===== config.mk =====
export PLATFORM = sky130hd
export DESIGN_NAME = group_load_level_hysteresis
export DESIGN_NICKNAME = d
export VERILOG_FILES = /design/src/sv/glh_pkg.sv /design/src/sv/glh_csr.sv /design/src/sv/glh_core.sv /design/src/sv/group_load_level_hysteresis.sv
export VERILOG_INCLUDE_DIRS = /design/src /design/src/sv
export SDC_FILE = /design/constraint.sdc
export NUM_CORES = 1
export LEC_CHECK = 0
export ABC_AREA = 1
export BUFFER_PORTS_ARGS = -buffer_cell sky130_fd_sc_hd__buf_2
export CAP_MARGIN = 20
export CORE_MARGIN = 1.5
export CORE_UTILIZATION = 57
export CTS_CLUSTER_SIZE = 10
export DETAILED_ROUTE_END_ITERATION = 10
export GPL_TIMING_DRIVEN = 0
export PLACE_DENSITY = 0.76
export SETUP_SLACK_MARGIN = 0.5
export SLEW_MARGIN = 20
export SYNTH_ARGS = -nofsm -noshare
export SYNTH_HDL_FRONTEND = slang
export SYNTH_HIERARCHICAL = 1
export SYNTH_SLANG_ARGS = --single-unit

===== constraint.sdc =====
create_clock -name clock -period 5 [get_ports clock]
set_input_delay 1.5 -clock clock [delete_from_list [all_inputs] [get_ports clock]]
set_output_delay 1.5 -clock clock [all_outputs]
set_load 0.02 [all_outputs]

===== src/sv/group_load_level_hysteresis_macros.svh =====
// Assertion helpers for the group load level block.
`ifndef GROUP_LOAD_LEVEL_HYSTERESIS_MACROS_SVH
`define GROUP_LOAD_LEVEL_HYSTERESIS_MACROS_SVH

// Checked on every rising clock edge outside reset.
`define GLH_ASSERT(label, prop, msg) \
   label: assert property (@(posedge clock) disable iff (reset) prop) else $error(msg);

// Checked on every rising clock edge, reset included.
`define GLH_ASSERT_ALWAYS(label, prop, msg) \
   label: assert property (@(posedge clock) prop) else $error(msg);

`endif


===== src/sv/glh_pkg.sv =====
// ----------------------------------------------------------------------------
// glh_pkg
// Shared types, register indexes and helpers for the group load level block.
// ----------------------------------------------------------------------------
`default_nettype none

package glh_pkg;

   localparam int unsigned DATA_W  = 32;
   localparam int unsigned LEVEL_W = 2;
   localparam int unsigned INDEX_W = 3;

   localparam logic [DATA_W-1:0] ALL_ONES = {DATA_W{1'b1}};

   typedef logic [LEVEL_W-1:0] level_type;

   localparam level_type LEVEL_OFF = 2'd0;
   localparam level_type LEVEL_ONE = 2'd1;
   localparam level_type LEVEL_TWO = 2'd2;

   typedef enum logic [INDEX_W-1:0] {
      REG_ENABLED   = 3'd0,
      REG_UP_L1     = 3'd1,
      REG_UP_L2     = 3'd2,
      REG_DOWN_L1   = 3'd3,
      REG_DOWN_L2   = 3'd4,
      REG_UPDATE_PD = 3'd5,
      REG_RETAIN_PD = 3'd6
   } reg_index_type;

   typedef struct packed {
      logic              enabled;
      logic [DATA_W-1:0] up_l1;
      logic [DATA_W-1:0] up_l2;
      logic [DATA_W-1:0] down_l1;
      logic [DATA_W-1:0] down_l2;
      logic [DATA_W-1:0] update_pd;
      logic [DATA_W-1:0] retain_pd;
      logic              active;      // some set up threshold is nonzero
      logic              clear_state; // up threshold write left block inactive
   } cfg_type;

   // Largest set up threshold is nonzero iff any set one is nonzero.
   function automatic logic block_active(input logic [DATA_W-1:0] up1,
                                         input logic [DATA_W-1:0] up2);
      logic a1;
      logic a2;
      a1 = (up1 != ALL_ONES) && (up1 != '0);
      a2 = (up2 != ALL_ONES) && (up2 != '0);
      return a1 || a2;
   endfunction

endpackage

`default_nettype wire


===== src/sv/glh_csr.sv =====
// ----------------------------------------------------------------------------
// glh_csr
// Configuration registers; flags a state clear when a threshold write
// leaves the block inactive.
// ----------------------------------------------------------------------------
`default_nettype none

module glh_csr (
   input  wire logic                          clock,
   input  wire logic                          reset,
   input  wire logic                          wr_en,
   input  wire logic [glh_pkg::INDEX_W-1:0]   wr_index,
   input  wire logic [glh_pkg::DATA_W-1:0]    wr_data,
   output glh_pkg::cfg_type                   cfg
);

   logic                       enabled_ff,   enabled_in;
   logic [glh_pkg::DATA_W-1:0] up_l1_ff,     up_l1_in;
   logic [glh_pkg::DATA_W-1:0] up_l2_ff,     up_l2_in;
   logic [glh_pkg::DATA_W-1:0] down_l1_ff,   down_l1_in;
   logic [glh_pkg::DATA_W-1:0] down_l2_ff,   down_l2_in;
   logic [glh_pkg::DATA_W-1:0] update_pd_ff, update_pd_in;
   logic [glh_pkg::DATA_W-1:0] retain_pd_ff, retain_pd_in;
   logic                       up_write;

   always_comb begin
      enabled_in   = enabled_ff;
      up_l1_in     = up_l1_ff;
      up_l2_in     = up_l2_ff;
      down_l1_in   = down_l1_ff;
      down_l2_in   = down_l2_ff;
      update_pd_in = update_pd_ff;
      retain_pd_in = retain_pd_ff;
      up_write     = 1'b0;
      if (wr_en) begin
         case (glh_pkg::reg_index_type'(wr_index))
            glh_pkg::REG_ENABLED: begin
               enabled_in = wr_data[0];
            end
            glh_pkg::REG_UP_L1: begin
               up_l1_in = wr_data;
               up_write = 1'b1;
            end
            glh_pkg::REG_UP_L2: begin
               up_l2_in = wr_data;
               up_write = 1'b1;
            end
            glh_pkg::REG_DOWN_L1: begin
               down_l1_in = wr_data;
            end
            glh_pkg::REG_DOWN_L2: begin
               down_l2_in = wr_data;
            end
            glh_pkg::REG_UPDATE_PD: begin
               update_pd_in = wr_data;
            end
            glh_pkg::REG_RETAIN_PD: begin
               retain_pd_in = wr_data;
            end
            default: begin
               // unknown index: ignored
            end
         endcase
      end
   end

   always_ff @(posedge clock) begin
      if (reset) begin
         enabled_ff   <= 1'b0;
         up_l1_ff     <= glh_pkg::ALL_ONES;
         up_l2_ff     <= glh_pkg::ALL_ONES;
         down_l1_ff   <= glh_pkg::ALL_ONES;
         down_l2_ff   <= glh_pkg::ALL_ONES;
         update_pd_ff <= glh_pkg::ALL_ONES;
         retain_pd_ff <= glh_pkg::ALL_ONES;
      end else begin
         enabled_ff   <= enabled_in;
         up_l1_ff     <= up_l1_in;
         up_l2_ff     <= up_l2_in;
         down_l1_ff   <= down_l1_in;
         down_l2_ff   <= down_l2_in;
         update_pd_ff <= update_pd_in;
         retain_pd_ff <= retain_pd_in;
      end
   end

   always_comb begin
      cfg.enabled     = enabled_ff;
      cfg.up_l1       = up_l1_ff;
      cfg.up_l2       = up_l2_ff;
      cfg.down_l1     = down_l1_ff;
      cfg.down_l2     = down_l2_ff;
      cfg.update_pd   = update_pd_ff;
      cfg.retain_pd   = retain_pd_ff;
      cfg.active      = glh_pkg::block_active(up_l1_ff, up_l2_ff);
      cfg.clear_state = up_write && !glh_pkg::block_active(up_l1_in, up_l2_in);
   end

endmodule

`default_nettype wire


===== src/sv/glh_core.sv =====
// ----------------------------------------------------------------------------
// glh_core
// Level state and the per-item hysteresis decision.
// ----------------------------------------------------------------------------
`default_nettype none

module glh_core (
   input  wire logic                          clock,
   input  wire logic                          reset,
   input  wire glh_pkg::cfg_type              cfg,
   input  wire logic                          item_go,
   input  wire logic [glh_pkg::DATA_W-1:0]    now,
   input  wire logic [glh_pkg::DATA_W-1:0]    load,
   output glh_pkg::level_type                 level,
   output logic                               decided
);

   glh_pkg::level_type         level_ff, level_in;
   logic                       fall_ff, fall_in;
   logic [glh_pkg::DATA_W-1:0] fall_at_ff, fall_at_in;
   logic [glh_pkg::DATA_W-1:0] last_ff, last_in;

   logic [glh_pkg::DATA_W-1:0] since_last;
   logic [glh_pkg::DATA_W-1:0] since_fall;
   logic [glh_pkg::DATA_W-1:0] down_cur;
   glh_pkg::level_type         target;
   glh_pkg::level_type         lower;
   logic                       decide;

   assign since_last = now - last_ff;
   assign since_fall = now - fall_at_ff;
   assign decide     = item_go && cfg.enabled && cfg.active && (since_last >= cfg.update_pd);
   assign down_cur   = (level_ff == glh_pkg::LEVEL_TWO) ? cfg.down_l2 : cfg.down_l1;

   always_comb begin
      target = glh_pkg::LEVEL_OFF;
      if (load > cfg.up_l1) begin
         target = (load > cfg.up_l2) ? glh_pkg::LEVEL_TWO : glh_pkg::LEVEL_ONE;
      end
      lower = glh_pkg::LEVEL_OFF;
      if (level_ff == glh_pkg::LEVEL_TWO && load >= cfg.down_l1) begin
         lower = glh_pkg::LEVEL_ONE;
      end
   end

   always_comb begin
      level_in   = level_ff;
      fall_in    = fall_ff;
      fall_at_in = fall_at_ff;
      last_in    = last_ff;
      if (cfg.clear_state) begin
         level_in = glh_pkg::LEVEL_OFF;
         fall_in  = 1'b0;
      end else if (decide) begin
         last_in = now;
         if (level_ff == glh_pkg::LEVEL_OFF || level_ff <= target) begin
            // rising or holding: take the up-threshold level at once
            level_in = target;
            fall_in  = 1'b0;
         end else if (load < down_cur) begin
            if (!fall_ff) begin
               fall_in    = 1'b1;
               fall_at_in = now;
            end else if (since_fall > cfg.retain_pd) begin
               level_in = lower;
               fall_in  = 1'b0;
            end
         end else begin
            fall_in = 1'b0;
         end
      end
   end

   always_ff @(posedge clock) begin
      if (reset) begin
         level_ff <= glh_pkg::LEVEL_OFF;
         fall_ff  <= 1'b0;
         last_ff  <= '0;
      end else begin
         level_ff <= level_in;
         fall_ff  <= fall_in;
         last_ff  <= last_in;
      end
   end

   always_ff @(posedge clock) begin
      fall_at_ff <= fall_at_in;
   end

   assign level   = level_in;
   assign decided = decide;

endmodule

`default_nettype wire


===== src/sv/group_load_level_hysteresis.sv =====
// Pipeline: an accepted item passes the input register, then the result
//   register. Throughput: one item per cycle unless rsp_ready stalls;
//   the level state is updated in the same cycle the item moves from the
//   input register to the result register.
// Reset (synchronous): registers return to their reset values, level 0,
//   no fall timer, last decision at time 0, both pipeline registers empty.
// ----------------------------------------------------------------------------
// group_load_level_hysteresis
// Picks a load level 0..2 per tick with up thresholds and a timed fall.
// ----------------------------------------------------------------------------
`default_nettype none

`include "group_load_level_hysteresis_macros.svh"

module group_load_level_hysteresis (
   input  wire logic                          clock,
   input  wire logic                          reset,
   input  wire logic                          req_valid,
   output logic                               req_ready,
   input  wire logic [glh_pkg::DATA_W-1:0]    req_now,
   input  wire logic [glh_pkg::DATA_W-1:0]    req_group_load,
   output logic                               rsp_valid,
   input  wire logic                          rsp_ready,
   output logic [glh_pkg::LEVEL_W-1:0]        rsp_level,
   output logic                               rsp_decided,
   input  wire logic                          csr_valid,
   output logic                               csr_ready,
   input  wire logic [glh_pkg::INDEX_W-1:0]   csr_index,
   input  wire logic [glh_pkg::DATA_W-1:0]    csr_data
);

   glh_pkg::cfg_type           cfg;
   logic                       in_valid_ff, in_valid_in;
   logic [glh_pkg::DATA_W-1:0] now_ff;
   logic [glh_pkg::DATA_W-1:0] load_ff;
   logic                       out_valid_ff, out_valid_in;
   glh_pkg::level_type         level_ff;
   logic                       decided_ff;
   glh_pkg::level_type         level_in;
   logic                       decided_in;
   logic                       advance;
   logic                       req_take;

   assign csr_ready = 1'b1;

   glh_csr u_csr (
      .clock    (clock),
      .reset    (reset),
      .wr_en    (csr_valid),
      .wr_index (csr_index),
      .wr_data  (csr_data),
      .cfg      (cfg)
   );

   // item moves to the result register when that register is free or drains
   assign advance   = in_valid_ff && (!out_valid_ff || rsp_ready);
   assign req_ready = !in_valid_ff || advance;
   assign req_take  = req_valid && req_ready;

   glh_core u_core (
      .clock   (clock),
      .reset   (reset),
      .cfg     (cfg),
      .item_go (advance),
      .now     (now_ff),
      .load    (load_ff),
      .level   (level_in),
      .decided (decided_in)
   );

   assign in_valid_in  = req_take || (in_valid_ff && !advance);
   assign out_valid_in = advance || (out_valid_ff && !rsp_ready);

   always_ff @(posedge clock) begin
      if (reset) begin
         in_valid_ff  <= 1'b0;
         out_valid_ff <= 1'b0;
      end else begin
         in_valid_ff  <= in_valid_in;
         out_valid_ff <= out_valid_in;
      end
   end

   always_ff @(posedge clock) begin
      if (req_take) begin
         now_ff  <= req_now;
         load_ff <= req_group_load;
      end
      if (advance) begin
         level_ff   <= level_in;
         decided_ff <= decided_in;
      end
   end

   assign rsp_valid   = out_valid_ff;
   assign rsp_level   = level_ff;
   assign rsp_decided = decided_ff;

   `GLH_ASSERT(a_no_overwrite, out_valid_ff && !rsp_ready |-> !advance, "result overwritten")
   `GLH_ASSERT(a_level_range, rsp_valid |-> rsp_level != 2'd3, "level out of range")
   `GLH_ASSERT(a_disabled_idle, advance && !cfg.enabled |-> !decided_in, "decision while disabled")
   `GLH_ASSERT_ALWAYS(a_reset_empty, reset |=> !rsp_valid && req_ready, "pipeline not empty after reset")

endmodule

`default_nettype wire


# == After elaboration in Yosys (flattened, before gate mapping) ==
# Cells that the tools add are included.
# W data, S select, Z words.
# op_classes
shift,0
n_mul,0
div,0
reduce_logical,40
bitwise_logic,3
eq_ne,11
n_mux,20
add_sub_neg,2
n_lt_le_gt_ge,7
# ops
op,n
$mux W32,5
$ne A32 B32 Y1 const B,4
$reduce_bool A32 Y1,4
$gt A32 B32 Y1,3
$ge A32 B32 Y1,2
$sub A32 B32 Y32,2
$lt A32 B32 Y1,1
$mux W2,8
$logic_and A1 B1 Y1,13
$reduce_and A2 Y1,6
$eq A3 B3 Y1 const B,3
$logic_or A1 B1 Y1,7
$mux W1,7
$eq A3 B2 Y1 const B,2
$logic_not A1 Y1,5
$reduce_and A5 Y1,1
$reduce_or A2 Y1,2
$eq A3 B1 Y1 const B,1
$logic_not A3 Y1,1
$not A1 Y1,3
$eq A2 B2 Y1 const B,1
$le A2 B2 Y1,1
$logic_not A2 Y1,1
# word_totals
register_bits,329
latchBits,0
wordCells,100
ram_bits,0
romBits,0
n_memories,0
output_inout_bits,6
in_bits,104

# == Depth between registers and ports, before layout ==
# Gate-level depths: netlist of run 1.
# logic_depth
word_depth,10
depth_mapped,29
depth_no_buf,28

# == Modules after synthesis ==
# Netlist of run 1, hierarchy kept.
# modules_own_cells
module,n_inst,cells_per_inst,seq_area_each_um2,area_each_um2
glh_core,1,1581,1661.6,10849.2
glh_csr,1,1218,3863.7,8461.9
group_load_level_hysteresis,1,81,2052.0,2114.5

# == Worst setup path after synthesis of run 1 ==
# OpenSTA, ideal clock, no wires.
# synth_timing
kind,reg-to-reg
startpoint,reg now_ff[0] (netlist bit)
endpoint,reg u_core/fall_at_ff[0] (netlist bit) (enable)
setup_ns,0.406
arrival_ns,4.573
stages_incl_launch_ff,29
synth_period_minus_slack_ns,4.979
path_slack_ns,0.021
cell_sequence,edfxtp_1 -> inv_1 -> ha_1 -> inv_1 -> fa_1 -> nand3_1 -> nand2_1 -> a21oi_2 -> o21ai_2 -> a21oi_2 -> o21ai_2 -> nand2_1 -> nand2_1 -> nand3_1 -> nand2_1 -> xor2_1 -> inv_1 -> ha_1 -> nand2_1 -> nor2_2 -> nand2_1 -> nor4_2 -> nand4_1 -> nand3_1 -> nand2_2 -> nor2_4 -> inv_2 -> buf_6 -> nor4_4
# synth_via
elab_chain_len,4
# synth_rtl
item,line,source
from (decl),group_load_level_hysteresis.sv:34,logic [glh_pkg::DATA_W-1:0] now_ff;
from (signal assigned),group_load_level_hysteresis.sv:86,now_ff <= req_now;
$sub A32 B32 Y32,glh_core.sv:30,assign since_last = now - last_ff;
$ge A32 B32 Y1,glh_core.sv:32,assign decide = item_go && cfg.enabled && cfg.active && (since_last >= cfg.update_pd);
$logic_and A1 B1 Y1,glh_core.sv:32,
$reduce_and A5 Y1 (no source line),n/a,
to (signal assigned),glh_core.sv:87,fall_at_ff <= fall_at_in;
to (decl),glh_core.sv:20,"logic [glh_pkg::DATA_W-1:0] fall_at_ff, fall_at_in;"
# No other way between the ends.
# A chain may end at the register's enable or synchronous reset.

# == Worst setup path in the final report of run 1 ==
# layout_timing
startpoint,reg now_ff[7] (netlist bit)
endpoint,reg u_core/fall_at_ff[6] (netlist bit) (enable)
# The elaborated chain is that of the path after synthesis.

==> key figures, run 1 <==
STA
  – Final period utilization: 0.969
  – Clk_skew: 30.9 ps
  – Fin. Hold Viols: 0
  – Final critical-path required period: 4850 ps
  – Final setup vio count: 0
  – Rel. slew slack: 0.478
  – Fin. max-slew vios: 0
  – Fmax: 0.206 GHz
  – RSZ-0062 raised after global routing: yes
  – Least-Margin Pin Slew: between 700 and 800 ps
  – Final worst setup slack: 154 ps

Global routing
  – Tot GR Track Use: 0.352
  – First-pass GRT wire length: 105,000 um
  – Largest net degree at the start of global routing: between 40 and 50
  – Initial antenna violation count: 0
  – GR Overflow Total: 0
  – Via count of the first global-routing pass: 20,169

Synth
  – Synth warn: 6
  – Post-Syn Area: around 21,000 sq um
  – Syn Inst Count: 2,880
  – Ys flop type: dfxtp_1
  – Syn nets: 3,241
  – Synth Register Bits: 329
  – Synth async-reset ratio: 0
  – Number of synthesized flops with an enable pin: 99
  – Syn Area/Cell: ~7.4 sq um
  – Register area share after synthesis: 0.354
  – Yosys cell types: 54

Floorplanning
  – Die H: 197 um
  – Initial core utilization: 0.582
  – Die width: 197 um
  – # rows: 70
  – Core box area: 36,800 sq um
  – Die area: 38,800 sq um
  – IO Count: 110

CTS
  – CTS Buf Count: 40
  – CTS clock-pin slew for the worst setup and hold paths: 60 ps
  – Max clock buf depth: 3
  – Htree depth: 2
  – TritonCTS clock tree: built
  – Clock Sinks: 329
  – Root Buffer Master: clkbuf_16
  – Insertion delay of the later-clocked pin in the worst-skew pair: 580 ps

Placement
  – Placed Cells: 3,460
  – DP Worst Slack: -930 ps
  – IO buf count: 108
  – Final Wtd Congestion: 0.966
  – Hpwl dp: 52,300 um

Detailed routing
  – WL final: approximately 69,000 um
  – Post-route DRC: 0
  – Drt first-iter violations: 1,789
  – ANT nets after route: 0
  – Vias post-DR: 20,384
  – DR WL/cell: 19.3 um
  – DRT Pass-1 Iters: 8
  – Vias per inst: 5.69

Min path
  – HP Start: u_csr/retain_pd_ff[1]
  – Min-Delay Path Depth: 2
  – Hold crit path type: flop to flop
  – Hold endpoint: u_csr/retain_pd_ff[1]

Setup path
  – R2r endpoint: u_core/fall_at_ff[6]
  – CP max FO: 6
  – R2R depth: 24
  – CP endpoint kind: flop
  – Reg2Reg Launch Point: now_ff[7]
  – CP Launch Type: flop
  – Worst reg2reg setup slack: 150 ps
  – Critical path class: flop to flop
  – Critical path required time: approximately 5300 ps
  – WP data arrival: 5130 ps

Final layout
  – Fill cells: 3,145
  – Post-layout instance count excluding filler cells: approximately 3,600
  – # nets final: between 3,000 and 4,000
  – # diodes: 0
  – Area growth syn-to-layout: 15.7%
  – Layout cells sized above 1: 0.118

Power
  – Pwr Density: roughly 270 nW/um^2
  – Worst VDD drop: 0.230 mV
  – Pwr Total: roughly 6700 uW
  – Leakage: approximately 0.014 uW

Run
  – Max Cap Viol: 0

Status
  – Status: complete, no violations
## layer usage
metal	global-route usage	vias up	wire, um
met3	0.0433	217	4360
met1	0.412	9487	27300
met4	0.190	0	3760
met5	0	-	0
met2	0.627	795	33700
li1	-	9885	-
## Yosys cell counts (all sizes together) (9+ instances only)
cell type	count	share of area
nand2	935	0.16
inv	415	0.073
ha	255	0.15
dfxtp	230	0.21
a21oi	199	0.048
nor2	138	0.026
o21ai	136	0.033
o211ai	109	0.038
edfxtp	99	0.14
nand3	61	0.014
clkbuf	46	0.0085
buf	42	0.014
xor2	41	0.017
nand4	38	0.011
nor4	32	0.010
xnor2	21	0.0086
nor3	13	0.0035
o21bai	13	0.0049
a21o	9	0.0032
## cells in the final DEF, fill, tap and decap left out, types with 6 or more instances in the layout
cell type,n
nand2_1,915
inv_1,404
ha_1,246
dfxtp_1,230
a21oi_1,164
nor2_1,130
buf_2,129
o211ai_1,109
edfxtp_1,99
o21ai_0,85
clkbuf_1,66
nand3_1,55
clkbuf_16,45
o21ai_1,42
xor2_1,41
buf_4,38
nand4_1,38
a21oi_2,28
nor4_1,28
xnor2_1,21
buf_6,17
nand2_2,16
nor3_1,10
a21o_1,9
inv_2,8
o21ai_2,8
o21bai_1,8
a31oi_1,8
o21a_1,8
ha_4,8
buf_12,7
a21oi_4,7
nand3_2,6
## state kept, by name, summed over array words and instances, names as in the netlist
register and cells:
u_core/fall_ff 1, u_csr/up_l2_ff 32, in_valid_ff 1, load_ff 32
u_csr/up_l1_ff 32, u_csr/down_l1_ff 32, u_csr/retain_pd_ff 32, rsp_valid 1
rsp_level 2, u_core/fall_at_ff 32, u_csr/down_l2_ff 32, now_ff 32
u_csr/enabled_ff 1, u_core/level_ff 2, u_csr/update_pd_ff 32, rsp_decided 1
u_core/last_ff 32
## report_power, final
part	internal, uW	switching (uW)
sequential	2840	94.7
combinational	368	646
clock	1560	1150
## per-stage QoR
stage | instance area [sq um] | hold WS (ps) | setup TNS, ps | util
floorplan | 21400 | 429 | 0 | -
global placement | 22600 | 441 | -61850 | 0.613
CTS | 24300 | 462 | -1030 | 0.660
finish | 24800 | 461 | 0 | 0.674
detailed placement | 22600 | 448 | -26270 | 0.615
global route | 24800 | 488 | -316 | 0.674
## logic make-up (layout without fill, tap and decap cells)
group | count (synthesis) | count (layout) | share of synthesized area
other cells | 1 | 1 | 0.000175
flops | 329 | 329 | 0.354
xor+xnor | 62 | 62 | 0.0253
buf+inv | 503 | 735 | 0.0952
simple gates | 1225 | 1225 | 0.233
compound gates | 503 | 503 | 0.142
fa+ha+maj | 257 | 257 | 0.151
## critical path, cell delays in order, from the launching register on
cell and delay (ps):
edfxtp_1 490, ha_1 400, a21oi_1 340, nor2_1 70, nor2_1 130, o221ai_1 140
a21oi_1 150, o21ai_1 160, a21oi_1 220, xnor2_1 120, ha_1 290, nand2_1 70
nor2_1 200, nand2_4 90, nor4_4 240, nand4_1 180, nand3_2 150, nand2_2 80
nor2_4 200, inv_4 70, buf_8 130, nor4_4 200, buf_6 180, buf_12 120
buf_12 120
## final cells by class
cell class	count	area, sq um	share of cell area
clock inverter	5	32.5	0.00131
multi-input combinational	2048	12200	0.493
tap	468	586	0.0236
timing repair buffer	162	1160	0.0470
clock buffer	65	1150	0.0462
inverter	415	1570	0.0631
sequential	329	7580	0.306
buffer	88	507	0.0204
## what timing repair did
item | in CTS | in global routing
pin swaps | 25 | 30
hold buffers | 0 | 0
buffers inserted | 27 | 16
resized for setup | 48 | 60
setup endpoints to repair | 69 | 69
gates cloned | 3 | 4
## worst max-delay path by stage
stage | from | to | slack [ps]
after CTS | now_ff[0] | u_core/fall_at_ff[31] | -50
after global routing | now_ff[0] | u_core/fall_at_ff[6] | -20
after floorplan | now_ff[0] | u_core/fall_at_ff[0] | 90
final | now_ff[7] | u_core/fall_at_ff[6] | 150
after global placement | now_ff[15] | u_core/fall_at_ff[3] | -1940
after detailed placement | now_ff[0] | u_core/fall_at_ff[30] | -930
(Power assumes the default switching activity.)
==> run 2, diff against run 1 <==
--- a/config.mk
+++ b/config.mk
@@ -10,14 +10,13 @@
 export BUFFER_PORTS_ARGS = -buffer_cell sky130_fd_sc_hd__buf_2
 export CAP_MARGIN = 20
 export CORE_MARGIN = 1.5
-export CORE_UTILIZATION = 57
+export CORE_UTILIZATION = 56
 export CTS_CLUSTER_SIZE = 10
 export DETAILED_ROUTE_END_ITERATION = 10
 export GPL_TIMING_DRIVEN = 0
-export PLACE_DENSITY = 0.76
+export PLACE_DENSITY = 0.75
 export SETUP_SLACK_MARGIN = 0.5
 export SLEW_MARGIN = 20
 export SYNTH_ARGS = -nofsm -noshare
 export SYNTH_HDL_FRONTEND = slang
-export SYNTH_HIERARCHICAL = 1
 export SYNTH_SLANG_ARGS = --single-unit
==> run 2 against run 1 <==
Global-route usage down 2.9 points. Via count decreased by 6.9%. Register-to-register slack improved by 490 ps. Utilization is 1.6 points lower. Clock skew fell by 7.2 ps. Worst setup slack better by 490 ps. Largest power group unchanged.
==> key figures, run 2 <==
Status
  – Status: complete, no violations

Setup path
  – Cell family with the largest share of critical-path delay: simple AND/OR/NAND/NOR gates
  – CP Buf/Inv Count: 5
  – Worst Setup EP: rsp_level[0]
  – Critical path class: flop to flop
  – Stages on worst setup path: 26
  – Worst reg2reg setup slack: about 650 ps
  – Critical path origin: now_ff[15]
  – Slowest stage delay, CP: 430 ps
  – CP Launch Type: flop
  – Critical path required time: 5310 ps
  – R2r endpoint: rsp_level[0]
  – Reg2Reg Launch Point: now_ff[15]
  – CP max FO: 10
  – Worst path most repeated cell: nand2_1
  – R2R depth: 26
  – Crit path max-delay cell type: edfxtp_1
  – CP endpoint kind: flop
  – WP data arrival: 4660 ps

Placement
  – Hpwl dp: 47,700 um
  – Placed Cells: between 3,000 and 4,000
  – Final Wtd Congestion: 0.982
  – IO buf count: 107
  – DP Worst Slack: -675 ps

Global routing
  – Via count of the first global-routing pass: 18,660
  – GR Overflow Total: 0
  – Largest net degree at the start of global routing: 41
  – Initial antenna violation count: 0
  – First-pass GRT wire length: roughly 96,000 um
  – Tot GR Track Use: 0.323

Floorplanning
  – Die H: about 190 um
  – Die area: 37,800 sq um
  – Initial core utilization: 0.573
  – IO Count: 110
  – Core box area: around 36,000 sq um
  – Die width: 194 um
  – # rows: 69

Power
  – Leakage: 0.0118 uW
  – Sw Ratio: 0.275
  – Net switching power: 1810 uW
  – Pwr Density: around 280 nW/um^2
  – Pwr Total: 6580 uW
  – Power Internal: 4770 uW
  – Worst VDD drop: 0.287 mV
  – Register share of total power: 0.442
  – Clock share of power: 0.415
  – Combinational share of power: 0.143

Final layout
  – Area growth syn-to-layout: 14.8%
  – Post-layout instance count excluding filler cells: 3,325
  – Most common cell after layout, fill and taps aside: nand2_1
  – Commonest cells after routing, fill and taps aside: nand2_1, inv_1, ha_1
  – Layout cells sized above 1: 0.115
  – # diodes: 0
  – # nets final: 3,199

CTS
  – Insertion delay of the later-clocked pin in the worst-skew pair: 560 ps
  – TritonCTS clock tree: built
  – CTS clock-pin slew for the worst setup and hold paths: around 60 ps
  – Max clock buf depth: 3
  – Root Buffer Master: clkbuf_16
  – CTS Buf Count: 40
  – Htree depth: 2
  – Clock Sinks: 329

Detailed routing
  – Drt first-iter violations: 1,184
  – Vias post-DR: 18,982
  – DRT Pass-1 Iters: 6
  – Post-route DRC: 0
  – ANT nets after route: 0
  – WL final: between 60,000 and 70,000 um
  – Vias per inst: 5.71
  – DR WL/cell: 18.6 um

Synth
  – Register area share after synthesis: 0.369
  – Post-Syn Area: 20,500 sq um
  – Synth async-reset ratio: 0
  – Number of synthesized flops with an enable pin: 99
  – Syn Inst Count: 2,656
  – Synth top area cells: dfxtp_1, ha_1, edfxtp_1
  – Synth warn: 0
  – Ys flop type: dfxtp_1
  – Top cell type's share of synthesized area: 0.224
  – Syn nets: a little over 3,000
  – Syn Area/Cell: 7.73 sq um
  – Count leader, synth: nand2_1
  – Commonest cells post-synth: nand2_1, inv_1, ha_1
  – Largest area contributor in the netlist: dfxtp_1
  – Yosys cell types: between 40 and 50
  – Synth Register Bits: about 330

STA
  – RSZ-0062 raised after global routing: yes
  – Fmax: 0.230 GHz
  – Final worst setup slack: 648 ps
  – Final setup vio count: 0
  – Final period utilization: 0.870
  – Fin. max-slew vios: 0
  – Fin. Hold Viols: 0
  – Final critical-path required period: ~4400 ps
  – Least-Margin Pin Slew: 866 ps
  – Rel. slew slack: 0.422
  – Clk_skew: 23.7 ps

Run
  – Max Cap Viol: 0

Min path
  – Hold crit path type: flop to flop
[run 2: changes by cell type in the layout (fill, tap and decap cells not counted), sizes merged, moves of 23 or more]
cell | previous run | this run
a21oi | 199 | 251
nand3 | 61 | 113
nor3 | 13 | 40
buf | 200 | 172
nor4 | 32 | 9
nand2 | 935 | 601
o21ai | 136 | 185
inv | 417 | 368
nor2 | 138 | 162
[run 2: timing repair]
action,CTS,global route
endpoints found under the setup margin,70,70
setup buffers,6,24
gates resized for setup,25,75
pin swaps,3,20
gates cloned,0,0
hold buffers,0,0
[run 2: final cells by class]
| class | count | area, sq um |
|---|---|---|
| multi-input cells | 1874 | 11600 |
| plain buffers | 83 | 423 |
| inverters | 370 | 1400 |
| clock buffers | 68 | 1180 |
| well taps | 461 | 577 |
| flip-flops and latches | 329 | 7580 |
| repair buffers | 140 | 811 |
| fillers | 3054 | 12300 |
[run 2: worst min path at each step]
stage	end	cells after the start	start	slack (ps)
floorplan	u_core.fall_at_ff[0]	0	now_ff[0]	430
global placement	u_core.fall_at_ff[0]	0	now_ff[0]	440
detailed placement	u_core.fall_at_ff[0]	0	now_ff[0]	440
CTS	u_core.fall_at_ff[0]	0	now_ff[0]	460
global route	u_csr.down_l2_ff[22]	2	u_csr.down_l2_ff[22]	490
finish	u_csr.enabled_ff	2	u_csr.enabled_ff	460
[run 2: kinds of logic after synthesis]
family | Yosys count | synth area share
and+or+nand+nor | 993 | 0.207
other | 1 | 0.000183
DFF | 329 | 0.369
adders and majority gates | 257 | 0.157
buffers and inverters | 453 | 0.0870
AOI/OAI and AO/OA | 564 | 0.155
xor gates and xnor gates | 59 | 0.0252
[run 2: stage by stage]
step	utilization	hold WS [ps]	area (sq um)	setup TNS, ps
floorplan	-	426	20500	0
global route	0.658	485	23600	0
global placement	0.604	438	21700	-34560
CTS	0.642	460	23000	0
finish	0.658	464	23600	0
detailed placement	0.606	443	21700	-17920
[run 2: tightest hold or removal path, delay by kind of cell, from the launching register on]
| family | cells | cell delay (ps) |
|---|---|---|
| AOI/OAI and AO/OA | 1 | 50 |
| and+or+nand+nor | 1 | 60 |
| DFF | 1 | 310 |
[run 2: power groups by stage]
stage	sequential [uW]	combinational (uW)	clock [uW]
floorplan	2930	584	0
global placement	2960	829	0
detailed placement	2960	864	0
CTS	2910	880	2750
global route	2920	1060	2850
finish	2910	940	2730
[run 2: metal layers]
metal / track usage / vias up / wire, um
met4: 0.187 / 0 / 3750
met5: 0 / - / 0
met2: 0.566 / 632 / 29600
met1: 0.381 / 8837 / 25100
met3: 0.0368 / 196 / 3440
li1: - / 9317 / -
